===== config.mk =====
export PLATFORM = sky130hd
export DESIGN_NAME = psg_three_voice_sound_core
export DESIGN_NICKNAME = d
export VERILOG_FILES = /design/src/psg_pkg.sv /design/src/psg_three_voice_sound_core.sv
export SDC_FILE = /design/constraint.sdc
export NUM_CORES = 1
export LEC_CHECK = 0
export ABC_AREA = 0
export BUFFER_PORTS_ARGS = -buffer_cell sky130_fd_sc_hd__buf_2
export CORE_MARGIN = 5
export CORE_UTILIZATION = 50
export CTS_BUF_LIST = sky130_fd_sc_hd__clkbuf_8 sky130_fd_sc_hd__clkbuf_16
export DETAILED_ROUTE_END_ITERATION = 8
export GPL_ROUTABILITY_DRIVEN = 0
export PLACE_DENSITY = 0.69
export SLEW_MARGIN = 5
export SYNTH_ARGS = -nofsm -noshare
export SYNTH_HDL_FRONTEND = slang
export SYNTH_SLANG_ARGS = --single-unit

===== constraint.sdc =====
create_clock -name clk_i -period 6 [get_ports clk_i]
set_clock_uncertainty 0.15 [all_clocks]
set_input_delay 1.2 -clock clk_i [delete_from_list [all_inputs] [get_ports clk_i]]
set_output_delay 1.2 -clock clk_i [all_outputs]
set_load 0.05 [all_outputs]

===== src/psg_pkg.sv =====
// Package for the three-voice sound core: bus action codes, register map
// constants and the Q0.15 volume table. No dependencies.
package psg_pkg;

  typedef enum logic [1:0] {
    ACT_LATCH = 2'd0,
    ACT_WRITE = 2'd1,
    ACT_READ  = 2'd2,
    ACT_TICK  = 2'd3
  } action_e;

  localparam int unsigned NUM_REGS  = 16;
  localparam int unsigned MIX_W     = 18;
  localparam int unsigned AMP_W     = 16;

  localparam logic [3:0] REG_NOISE_PER  = 4'd6;
  localparam logic [3:0] REG_MIXER      = 4'd7;
  localparam logic [3:0] REG_AMP_BASE   = 4'd8;
  localparam logic [3:0] REG_ENV_FINE   = 4'd11;
  localparam logic [3:0] REG_ENV_COARSE = 4'd12;
  localparam logic [3:0] REG_ENV_SHAPE  = 4'd13;
  localparam logic [3:0] REG_PORT_A     = 4'd14;
  localparam logic [3:0] REG_PORT_B     = 4'd15;

  // Logarithmic volume steps, table value times 32767, rounded
  function automatic logic [AMP_W-1:0] vol_q15(input logic [3:0] idx);
    logic [AMP_W-1:0] amp;
    case (idx)
      4'd0:    amp = 16'd0;
      4'd1:    amp = 16'd449;
      4'd2:    amp = 16'd672;
      4'd3:    amp = 16'd1006;
      4'd4:    amp = 16'd1491;
      4'd5:    amp = 16'd2238;
      4'd6:    amp = 16'd3342;
      4'd7:    amp = 16'd5007;
      4'd8:    amp = 16'd7337;
      4'd9:    amp = 16'd10682;
      4'd10:   amp = 16'd16056;
      4'd11:   amp = 16'd23789;
      4'd12:   amp = 16'd27360;
      4'd13:   amp = 16'd28900;
      4'd14:   amp = 16'd32718;
      default: amp = 16'd32767;
    endcase
    return amp;
  endfunction

endpackage


===== src/psg_three_voice_sound_core.sv =====
// Top level of the three-voice sound core: register file, tone, noise and
// envelope generators, and the channel mixer. Depends on psg_pkg.
//
// Each input item is a bus access (latch address, write, read) or one tick of
// the sound-chip clock, and gives exactly one result: the read data (zero for
// anything but a read) and the signed sum of the voice amplitudes after the
// item. One item is taken every cycle while input ready is high. The register
// file, dividers, noise shift register and envelope state all update at the
// edge that accepts the item; the read data is captured into a one-entry
// stage there, and when the stage moves on, the mix is formed from the updated
// state into the output register beside the read data. The stage and the
// output register together let the core keep accepting while a result waits
// to be taken; input ready drops only when both are full. The mix is the plain
// sum of the voice amplitudes, not divided by the voice count. Registers
// 7, 14 and 15 reset to all ones, everything else to zero; the noise shift
// register resets to one.
module psg_three_voice_sound_core
  import psg_pkg::*;
#(
  parameter int unsigned NUM_VOICES = 3
) (
  input  logic                    clk_i,
  input  logic                    rst_ni,
  input  logic                    in_valid_i,
  output logic                    in_ready_o,
  input  logic [1:0]              action_i,
  input  logic [7:0]              bus_data_i,
  output logic                    out_valid_o,
  input  logic                    out_ready_i,
  output logic [7:0]              read_data_o,
  output logic signed [MIX_W-1:0] mix_sample_o
);

  // Register file and address latch
  logic [7:0]  regs_q [NUM_REGS];
  logic [3:0]  addr_q;

  // Tone generators
  logic [11:0]           tone_cnt_q [NUM_VOICES];
  logic [11:0]           tone_cnt_d [NUM_VOICES];
  logic [NUM_VOICES-1:0] tone_lvl_q, tone_lvl_d;

  // Noise generator
  logic [4:0]  noise_cnt_q, noise_cnt_d;
  logic [16:0] noise_sr_q, noise_sr_d;
  logic        noise_lvl_q, noise_lvl_d;

  // Envelope generator
  logic [15:0] env_cnt_q, env_cnt_d;
  logic [3:0]  env_phase_q, env_phase_d;
  logic        env_rise_q, env_rise_d;
  logic        env_frozen_q, env_frozen_d;
  logic [3:0]  env_lvl_q, env_lvl_d;

  // Result stage and output register
  logic                    s1_valid_q;
  logic [7:0]              s1_rd_q;
  logic                    out_valid_q;
  logic [7:0]              out_rd_q;
  logic signed [MIX_W-1:0] out_mix_q;

  logic    accept, move, do_tick, do_write, env_restart;
  action_e act;
  logic [7:0] rd_now;

  assign act         = action_e'(action_i);
  assign move        = s1_valid_q && (!out_valid_q || out_ready_i);
  assign in_ready_o  = !s1_valid_q || move;
  assign accept      = in_valid_i && in_ready_o;
  assign do_tick     = accept && (act == ACT_TICK);
  assign do_write    = accept && (act == ACT_WRITE);
  assign env_restart = do_write && (addr_q == REG_ENV_SHAPE);
  assign rd_now      = (act == ACT_READ) ? regs_q[addr_q] : 8'd0;

  // ---------------------------------------------------------------------------
  // Tone dividers: count+1 is compared one bit wider, so a period lowered
  // below the count fires on the next tick. Period zero behaves as one.
  // ---------------------------------------------------------------------------
  for (genvar v = 0; v < NUM_VOICES; v++) begin : g_tone
    logic [11:0] per;
    logic [11:0] per_eff;
    logic [12:0] cnt_inc;
    logic        fire;

    assign per     = {regs_q[2*v+1][3:0], regs_q[2*v]};
    assign per_eff = (per == 12'd0) ? 12'd1 : per;
    assign cnt_inc = {1'b0, tone_cnt_q[v]} + 13'd1;
    assign fire    = cnt_inc >= {1'b0, per_eff};

    always_comb begin
      tone_cnt_d[v] = tone_cnt_q[v];
      tone_lvl_d[v] = tone_lvl_q[v];
      if (do_tick) begin
        if (fire) begin
          tone_cnt_d[v] = 12'd0;
          tone_lvl_d[v] = !tone_lvl_q[v];
        end else begin
          tone_cnt_d[v] = cnt_inc[11:0];
        end
      end
    end
  end

  // ---------------------------------------------------------------------------
  // Noise divider and 17-bit LFSR, taps at bits 0 and 2
  // ---------------------------------------------------------------------------
  logic [4:0]  noise_per_eff;
  logic [5:0]  noise_inc;
  logic [16:0] noise_sr_next;

  assign noise_per_eff = (regs_q[REG_NOISE_PER][4:0] == 5'd0) ? 5'd1
                                                              : regs_q[REG_NOISE_PER][4:0];
  assign noise_inc     = {1'b0, noise_cnt_q} + 6'd1;
  assign noise_sr_next = {noise_sr_q[0] ^ noise_sr_q[2], noise_sr_q[16:1]};

  always_comb begin
    noise_cnt_d = noise_cnt_q;
    noise_sr_d  = noise_sr_q;
    noise_lvl_d = noise_lvl_q;
    if (do_tick) begin
      if (noise_inc >= {1'b0, noise_per_eff}) begin
        noise_cnt_d = 5'd0;
        noise_sr_d  = noise_sr_next;
        noise_lvl_d = noise_sr_next[0];
      end else begin
        noise_cnt_d = noise_inc[4:0];
      end
    end
  end

  // ---------------------------------------------------------------------------
  // Envelope divider and shape machine. Shape bits: 3 continue, 2 attack,
  // 1 alternate, 0 hold. A write to the shape register restarts it.
  // ---------------------------------------------------------------------------
  logic [15:0] env_per, env_per_eff;
  logic [16:0] env_inc;
  logic [3:0]  shape;
  logic [4:0]  step_inc;
  logic        next_rise;

  assign env_per     = {regs_q[REG_ENV_COARSE], regs_q[REG_ENV_FINE]};
  assign env_per_eff = (env_per == 16'd0) ? 16'd1 : env_per;
  assign env_inc     = {1'b0, env_cnt_q} + 17'd1;
  assign shape       = regs_q[REG_ENV_SHAPE][3:0];
  assign step_inc    = {1'b0, env_phase_q} + 5'd1;
  assign next_rise   = shape[1] ? !env_rise_q : env_rise_q;

  always_comb begin
    env_cnt_d    = env_cnt_q;
    env_phase_d  = env_phase_q;
    env_rise_d   = env_rise_q;
    env_frozen_d = env_frozen_q;
    env_lvl_d    = env_lvl_q;
    if (env_restart) begin
      env_cnt_d    = 16'd0;
      env_phase_d  = 4'd0;
      env_rise_d   = bus_data_i[2];
      env_frozen_d = 1'b0;
      env_lvl_d    = bus_data_i[2] ? 4'd0 : 4'd15;
    end else if (do_tick) begin
      if (env_inc >= {1'b0, env_per_eff}) begin
        env_cnt_d = 16'd0;
        if (!env_frozen_q) begin
          if (step_inc[4]) begin
            // End of a sixteen-step phase
            env_phase_d = 4'd0;
            if (!shape[3]) begin
              env_lvl_d    = 4'd0;
              env_frozen_d = 1'b1;
            end else if (shape[0]) begin
              env_lvl_d    = next_rise ? 4'd15 : 4'd0;
              env_frozen_d = 1'b1;
            end else begin
              env_rise_d = next_rise;
              env_lvl_d  = next_rise ? 4'd0 : 4'd15;
            end
          end else begin
            env_phase_d = step_inc[3:0];
            env_lvl_d   = env_rise_q ? step_inc[3:0] : 4'd15 - step_inc[3:0];
          end
        end
      end else begin
        env_cnt_d = env_inc[15:0];
      end
    end
  end

  // ---------------------------------------------------------------------------
  // Mixer: a voice is high when its tone and noise paths are each high or
  // disabled; it adds +A when high and -A otherwise.
  // ---------------------------------------------------------------------------
  logic signed [MIX_W-1:0] mix_sum;

  always_comb begin
    logic [7:0]              amp_reg;
    logic [AMP_W-1:0]        amp;
    logic signed [MIX_W-1:0] amp_s;
    logic                    high;
    mix_sum = '0;
    for (int v = 0; v < NUM_VOICES; v++) begin
      high    = (tone_lvl_q[v] || regs_q[REG_MIXER][v])
                && (noise_lvl_q || regs_q[REG_MIXER][v+3]);
      amp_reg = regs_q[REG_AMP_BASE + 4'(v)];
      amp     = vol_q15(amp_reg[4] ? env_lvl_q : amp_reg[3:0]);
      amp_s   = signed'({{(MIX_W-AMP_W){1'b0}}, amp});
      mix_sum = high ? mix_sum + amp_s : mix_sum - amp_s;
    end
  end

  // ---------------------------------------------------------------------------
  // State registers
  // ---------------------------------------------------------------------------
  always_ff @(posedge clk_i or negedge rst_ni) begin
    if (!rst_ni) begin
      for (int i = 0; i < NUM_REGS; i++) begin
        regs_q[i] <= ((4'(i) == REG_MIXER) || (4'(i) == REG_PORT_A) ||
                      (4'(i) == REG_PORT_B)) ? 8'hFF : 8'h00;
      end
      addr_q <= 4'd0;
      for (int v = 0; v < NUM_VOICES; v++) begin
        tone_cnt_q[v] <= 12'd0;
      end
      tone_lvl_q   <= '0;
      noise_cnt_q  <= 5'd0;
      noise_sr_q   <= 17'd1;
      noise_lvl_q  <= 1'b0;
      env_cnt_q    <= 16'd0;
      env_phase_q  <= 4'd0;
      env_rise_q   <= 1'b0;
      env_frozen_q <= 1'b0;
      env_lvl_q    <= 4'd0;
    end else begin
      if (accept && (act == ACT_LATCH)) begin
        addr_q <= bus_data_i[3:0];
      end
      if (do_write) begin
        regs_q[addr_q] <= bus_data_i;
      end
      for (int v = 0; v < NUM_VOICES; v++) begin
        tone_cnt_q[v] <= tone_cnt_d[v];
      end
      tone_lvl_q   <= tone_lvl_d;
      noise_cnt_q  <= noise_cnt_d;
      noise_sr_q   <= noise_sr_d;
      noise_lvl_q  <= noise_lvl_d;
      env_cnt_q    <= env_cnt_d;
      env_phase_q  <= env_phase_d;
      env_rise_q   <= env_rise_d;
      env_frozen_q <= env_frozen_d;
      env_lvl_q    <= env_lvl_d;
    end
  end

  // ---------------------------------------------------------------------------
  // Result stage: hold the read data until the mix of the updated state
  // moves into the output register
  // ---------------------------------------------------------------------------
  always_ff @(posedge clk_i or negedge rst_ni) begin
    if (!rst_ni) begin
      s1_valid_q  <= 1'b0;
      out_valid_q <= 1'b0;
    end else begin
      if (accept) begin
        s1_valid_q <= 1'b1;
      end else if (move) begin
        s1_valid_q <= 1'b0;
      end
      if (move) begin
        out_valid_q <= 1'b1;
      end else if (out_ready_i) begin
        out_valid_q <= 1'b0;
      end
    end
  end

  always_ff @(posedge clk_i) begin
    if (accept) begin
      s1_rd_q <= rd_now;
    end
    if (move) begin
      out_rd_q  <= s1_rd_q;
      out_mix_q <= mix_sum;
    end
  end

  assign out_valid_o  = out_valid_q;
  assign read_data_o  = out_rd_q;
  assign mix_sample_o = out_mix_q;

endmodule


# After elaboration in Yosys (flattened, before gate mapping)
# Memory sizes are Yosys's and may differ from the RTL's.
# Index checks and enable logic that the tools add are counted.
# classes
addsub	12
order_cmp	7
eq_ne	6
mux	59
n_bitwise	2
reduce_logical	43
# ops
op	count
$bwmux 128	1
$mux 4	19
$mux 12	6
$mux 16	4
$mux 18	3
$add 12x1->13 const B	3
$ge 13x12->1	3
$add 18x17->18	2
$logic_not 12->1	3
$sub 18x17->18	2
$bmux 8 s4	1
$demux 8 s4	1
$mux 8	3
$mux 1	19
$add 16x1->17 const B	1
$ge 17x16->1	1
$sub 1x16->17 const A	1
$logic_not 16->1	1
$reduce_bool 2->1	6
$logic_and 1x1->1	10
$mux 5	2
$reduce_and 2->1	5
$logic_or 1x1->1	8
$add 5x1->6 const B	1
16 further kinds	23
# word_totals
regBits	256
rom_bits	720
input_bits	14
out_inout_bits	28
word_cells	168
mem_count	3
# mem_list
name	depth	word_bits	read_ports	rd_clocked_by_memory_dff	write_ports	line_no	text
(name not given)	16	15	1	0	0	psg_pkg.sv:28	case (idx)
(name not given)	16	15	1	0	0	psg_pkg.sv:28	
(name not given)	16	15	1	0	0	psg_pkg.sv:28	

# Depth between registers and ports, before layout
# logic_depth
word_depth	10
depth_mapped	31
depth_no_buf	30

# Worst setup path after synthesis
# OpenSTA, ideal clock, no wires.
# synth_timing
kind	reg-to-reg
from	reg regs_q[60] (netlist bit)
to	reg out_mix_q[17], in the netlist mix_sample_o[17] (data pin)
setup_time_ns	0.260
arrival_time_ns	5.592
required_time_ns	5.590
setup_slack_ns	-0.002
stages_incl_launch_ff	28
path_buffers	1
period_less_slack_ns	6.002
cell_sequence	dfrtp_1 > buf_2 > mux2i_1 > ha_1 > a221oi_1 > inv_1 > ha_1 > nand2_1 > o21ai_0 > inv_1 > fa_1 > nor2b_1 > o21ai_0 > a21boi_0 > o21ai_0 > a21boi_0 > nor2_1 > ha_1 > a2111oi_0 > o21ai_0 > a31oi_1 > o21ai_0 > a21o_1 > a211oi_1 > o21bai_1 > a21oi_1 > xnor2_1 > xnor2_1
# synth_via
elab_chain_len	8
word_cells_on_any_way	10
classes_between	add/sub (5); mux (4); memory (1)
# synth_rtl
element	line_no	text
start: declaration	psg_three_voice_sound_core.sv:35	logic [7:0] regs_q [NUM_REGS];
start signal: indexed assignment	psg_three_voice_sound_core.sv:216	regs_q[i] <= ((4'(i) == REG_MIXER) || (4'(i) == REG_PORT_A) ||
start signal: indexed assignment	psg_three_voice_sound_core.sv:237	regs_q[addr_q] <= bus_data_i;
$mux 4 *	psg_three_voice_sound_core.sv:204	amp = vol_q15(amp_reg[4] ? env_lvl_q : amp_reg[3:0]);
$mem_v2 16x15 *	-	
$sub 1x16->17	psg_three_voice_sound_core.sv:206	mix_sum = high ? mix_sum + amp_s : mix_sum - amp_s;
$mux 18 *	psg_three_voice_sound_core.sv:206	
$sub 18x17->18 or $add 18x17->18 (tied branches)	psg_three_voice_sound_core.sv:206	
$mux 18 *	psg_three_voice_sound_core.sv:206	
$sub 18x17->18 or $add 18x17->18 (tied branches)	psg_three_voice_sound_core.sv:206	
$mux 18 *	psg_three_voice_sound_core.sv:206	
via mix_sum[17]	psg_three_voice_sound_core.sv:192	logic signed [MIX_W-1:0] mix_sum;
end signal: assignment	psg_three_voice_sound_core.sv:282	out_mix_q <= mix_sum;
end: declaration	psg_three_voice_sound_core.sv:60	logic signed [MIX_W-1:0] out_mix_q;
# Mark *: on every way through the listed nets, which the timed path passes. The rest lies on a longest branch.
# A chain may end at the register's enable or synchronous reset.

# Final worst setup path
# Same ends and word-level chain as after synthesis.

==> results.sh <==
export IMPL_status="finished, final reports clean"
export IMPL_min_from="s1_rd_q[6]"
export IMPL_r2r_start="regs_q[60]"
export IMPL_clock_fmax_ghz=0.172
export IMPL_ant_nets=0
export IMPL_io_pins=42
export IMPL_via_per_inst=5.72
export IMPL_synth_top_area_share_pct=29.4
export IMPL_start_util_pct=50.3
export IMPL_final_max_slew_violation_count=0
export IMPL_syn2layout_area_growth_pct=13.0
export IMPL_vias=12795
export IMPL_fin_crit_sh_pct=97.1
export IMPL_core_area_um2=33300
export IMPL_track_usage_pct=21.4
export IMPL_place_area_um2=17800
export IMPL_cts_root_buffer="clkbuf_16"
export IMPL_ys_flop_type="dfrtp_1"
export IMPL_critPathMostFrequentCell="o21ai_2"
export IMPL_ys_ff_latch=256
export IMPL_grt_pass1_wl_um=64800
export IMPL_routed_wl_um=39600
export IMPL_htree_levels=1
export IMPL_ctsHoldBuffers=0
export IMPL_antennaDiodeCount=0
export IMPL_yosysWarnings=0
export IMPL_die_area_um2=37200
export IMPL_hold_class="reg -> reg"
export IMPL_clk_path_buf_depth=3
export IMPL_grt_ovfl_total=0
export IMPL_yosys_area_top_type="dfrtp_1"
export IMPL_io_buffers=41
export IMPL_syn_nets=1819
export IMPL_reg2reg_depth=29
export IMPL_ys_seq_area_share_pct=39.5
export IMPL_clkLatencyLatePin_ns=0.55
export IMPL_syn_area_per_cell_um2=9.95
export IMPL_synth_edff_count=34
export IMPL_rsz0062_at_grt="true"
export IMPL_drcViolationCount=0
export IMPL_antenna_found_initial=0
export IMPL_async_flop_share_pct=86.7
export IMPL_slowest_stage="dfrtp_2"
export IMPL_drive_above_1_share_pct=22.5
export IMPL_relSlewSlack_pct=26.5
export IMPL_grt_max_degree=125
export IMPL_die_h_um=193
export IMPL_slowest_delay_ns=0.45
export IMPL_yosysMostFrequentCell="nand2_1"
export IMPL_synth_cells=1682
export IMPL_rows=67
export IMPL_syn_cell_area_um2=16700
export IMPL_grt_pass1_vias=12411
export IMPL_dr_pass1_iters=5
export IMPL_critPathRequiredTime_ns=6.16
export IMPL_worstPathBufferInverterCount=4
export IMPL_critPathMaxFanout=4
export IMPL_clkTransAtPathRegs_ns=0.06
export IMPL_fill_cells=2782
export IMPL_setup_viol=0
export IMPL_reg2reg_slack_ns=0.17
export IMPL_start_kind="register"
export IMPL_dp_worst_setup_slack_ns=-0.256
export IMPL_die_w_um=193
export IMPL_hold_end="read_data_o[6]"
export IMPL_cts_sinks=256
export IMPL_reg2reg_to="mix_sample_o[17]"
export IMPL_hpwlAfterDp_um=28500
export IMPL_multi_input_area_um2=9660
export IMPL_hold_path_cell_count=0
export IMPL_critPathCaptureType="register"
export IMPL_ff_latch_area_um2=6610
export IMPL_cts_tree="done"
export IMPL_worstPathArrival_ns=5.99
export IMPL_design_area_um2=18900
export IMPL_hold_violations=0
export IMPL_layout_nets=1903
export IMPL_drv_cap=0
export IMPL_finalCriticalPeriod_ns=5.83
export IMPL_drt_wirelength_per_cell_um=17.7
export IMPL_final_setup_worst_slack_ns=0.172
export IMPL_cts_buffers_inserted=29
export IMPL_synth_area_top_cells="dfrtp_1, ha_1, mux2_2"
export IMPL_cp_top_family="compound AO/OA/AOI/OAI gates"
export IMPL_ys_types=71
export IMPL_tightest_slew_ns=1.10
export IMPL_ys_top_cells_by_count="nand2_1, dfrtp_1, o21ai_0, ha_1, mux2_2"
export IMPL_crit_type="reg -> reg"
export IMPL_drt_iter0_drc=808
## worst max path at each step
stage / slack (ns) / depth (start not counted) / end / start
5_1_grt: -0.17 / 30 / mix_sample_o[17] / regs_q[60]
6_report: 0.17 / 29 / mix_sample_o[17] / regs_q[60]
2_1_floorplan: 0.007 / 28 / mix_sample_o[17] / regs_q[52]
3_5_place_dp: -0.26 / 30 / mix_sample_o[17] / regs_q[60]
4_1_cts: 0.005 / 30 / mix_sample_o[17] / regs_q[60]
3_3_place_gp: -0.07 / 30 / mix_sample_o[17] / regs_q[60]
## final cells by class
| cell class | instances | share of cell area (%) |
|---|---|---|
| well taps | 448 | 2.96 |
| clock inverters | 19 | 0.602 |
| repair buffers | 119 | 4.34 |
| inverters | 95 | 1.88 |
| flip-flops and latches | 256 | 34.9 |
| clock buffers | 34 | 4.20 |
| multi-input cells | 1265 | 51.1 |
## per-stage QoR
stage	std cells	hold slack (ns)	utilization (%)	TNS, ns
2_1_floorplan	1682	0.250	-	0
3_3_place_gp	2176	0.255	53.5	-0.0652
3_5_place_dp	2176	0.255	53.5	-0.331
4_1_cts	2229	0.266	56.2	0
5_1_grt	2236	0.278	56.9	-0.291
6_report	2236	0.267	56.9	0
## cells in the final DEF (no fill, tap or decap), types with 7 or more instances in the layout
cell type	Yosys	routed
dfrtp_1	197	194
buf_4	1	75
inv_1	95	100
o21ai_2	1	7
o22ai_1	7	7
dfstp_2	25	25
nor4_1	10	10
a21oi_1	53	51
mux4_2	42	42
xor2_1	45	45
nor2_1	91	86
nor2b_1	32	29
o21ai_0	158	149
mux2i_2	3	7
a22o_1	18	18
a21o_1	22	22
nand2_1	224	224
and3_1	23	23
clkbuf_16	0	29
ha_1	121	118
nand3_1	44	44
xnor2_1	81	81
buf_2	9	40
nor3_1	30	29
o21a_1	10	10
mux2_2	113	113
nand2b_1	12	12
edfxtp_1	34	34
a31oi_1	9	9
## cell families after synthesis
kind of cell | Yosys count | share of synthesized area, %
muxes | 174 | 14.7
xor gates and xnor gates | 126 | 6.59
and+or+nand+nor | 493 | 13.3
adders and majority gates | 123 | 9.28
DFF | 256 | 39.5
AOI/OAI and AO/OA | 349 | 12.9
buffers and inverters | 161 | 3.79
## sequential cells by signal, indices dropped and copies added (netlist names)
register      cells
s1_rd_q           8
mix_sample_o     18
env_cnt_q        16
env_frozen_q      1
s1_valid_q        1
regs_q           76
env_per          16
tone_lvl_q        3
noise_sr_q       17
g_tone.per       36
env_lvl_q         4
env_rise_q        1
out_valid_o       1
noise_cnt_q       5
env_phase_q       4
addr_q            4
read_data_o       8
tone_cnt_q       36
noise_lvl_q       1
## per-layer routing
| metal | track usage (%) | up-vias | routed length [µm] |
|---|---|---|---|
| li1 | - | 6155 | - |
| met1 | 30.0 | 6217 | 18000 |
| met2 | 34.4 | 351 | 18100 |
| met3 | 4.09 | 72 | 2350 |
| met4 | 5.47 | 0 | 1040 |
| met5 | 0 | - | 0 |
## repair_timing
action                                  CTS  global route
setup buffers                             0             7
hold endpoints to repair                  0             0
gates resized for setup                   4            52
pin swaps                                 0            24
endpoints found under the setup margin    2             6
Power is left out: the tool's default activity adds up to more than one toggle a clock period on the data nets, which glitch-free logic cannot reach.
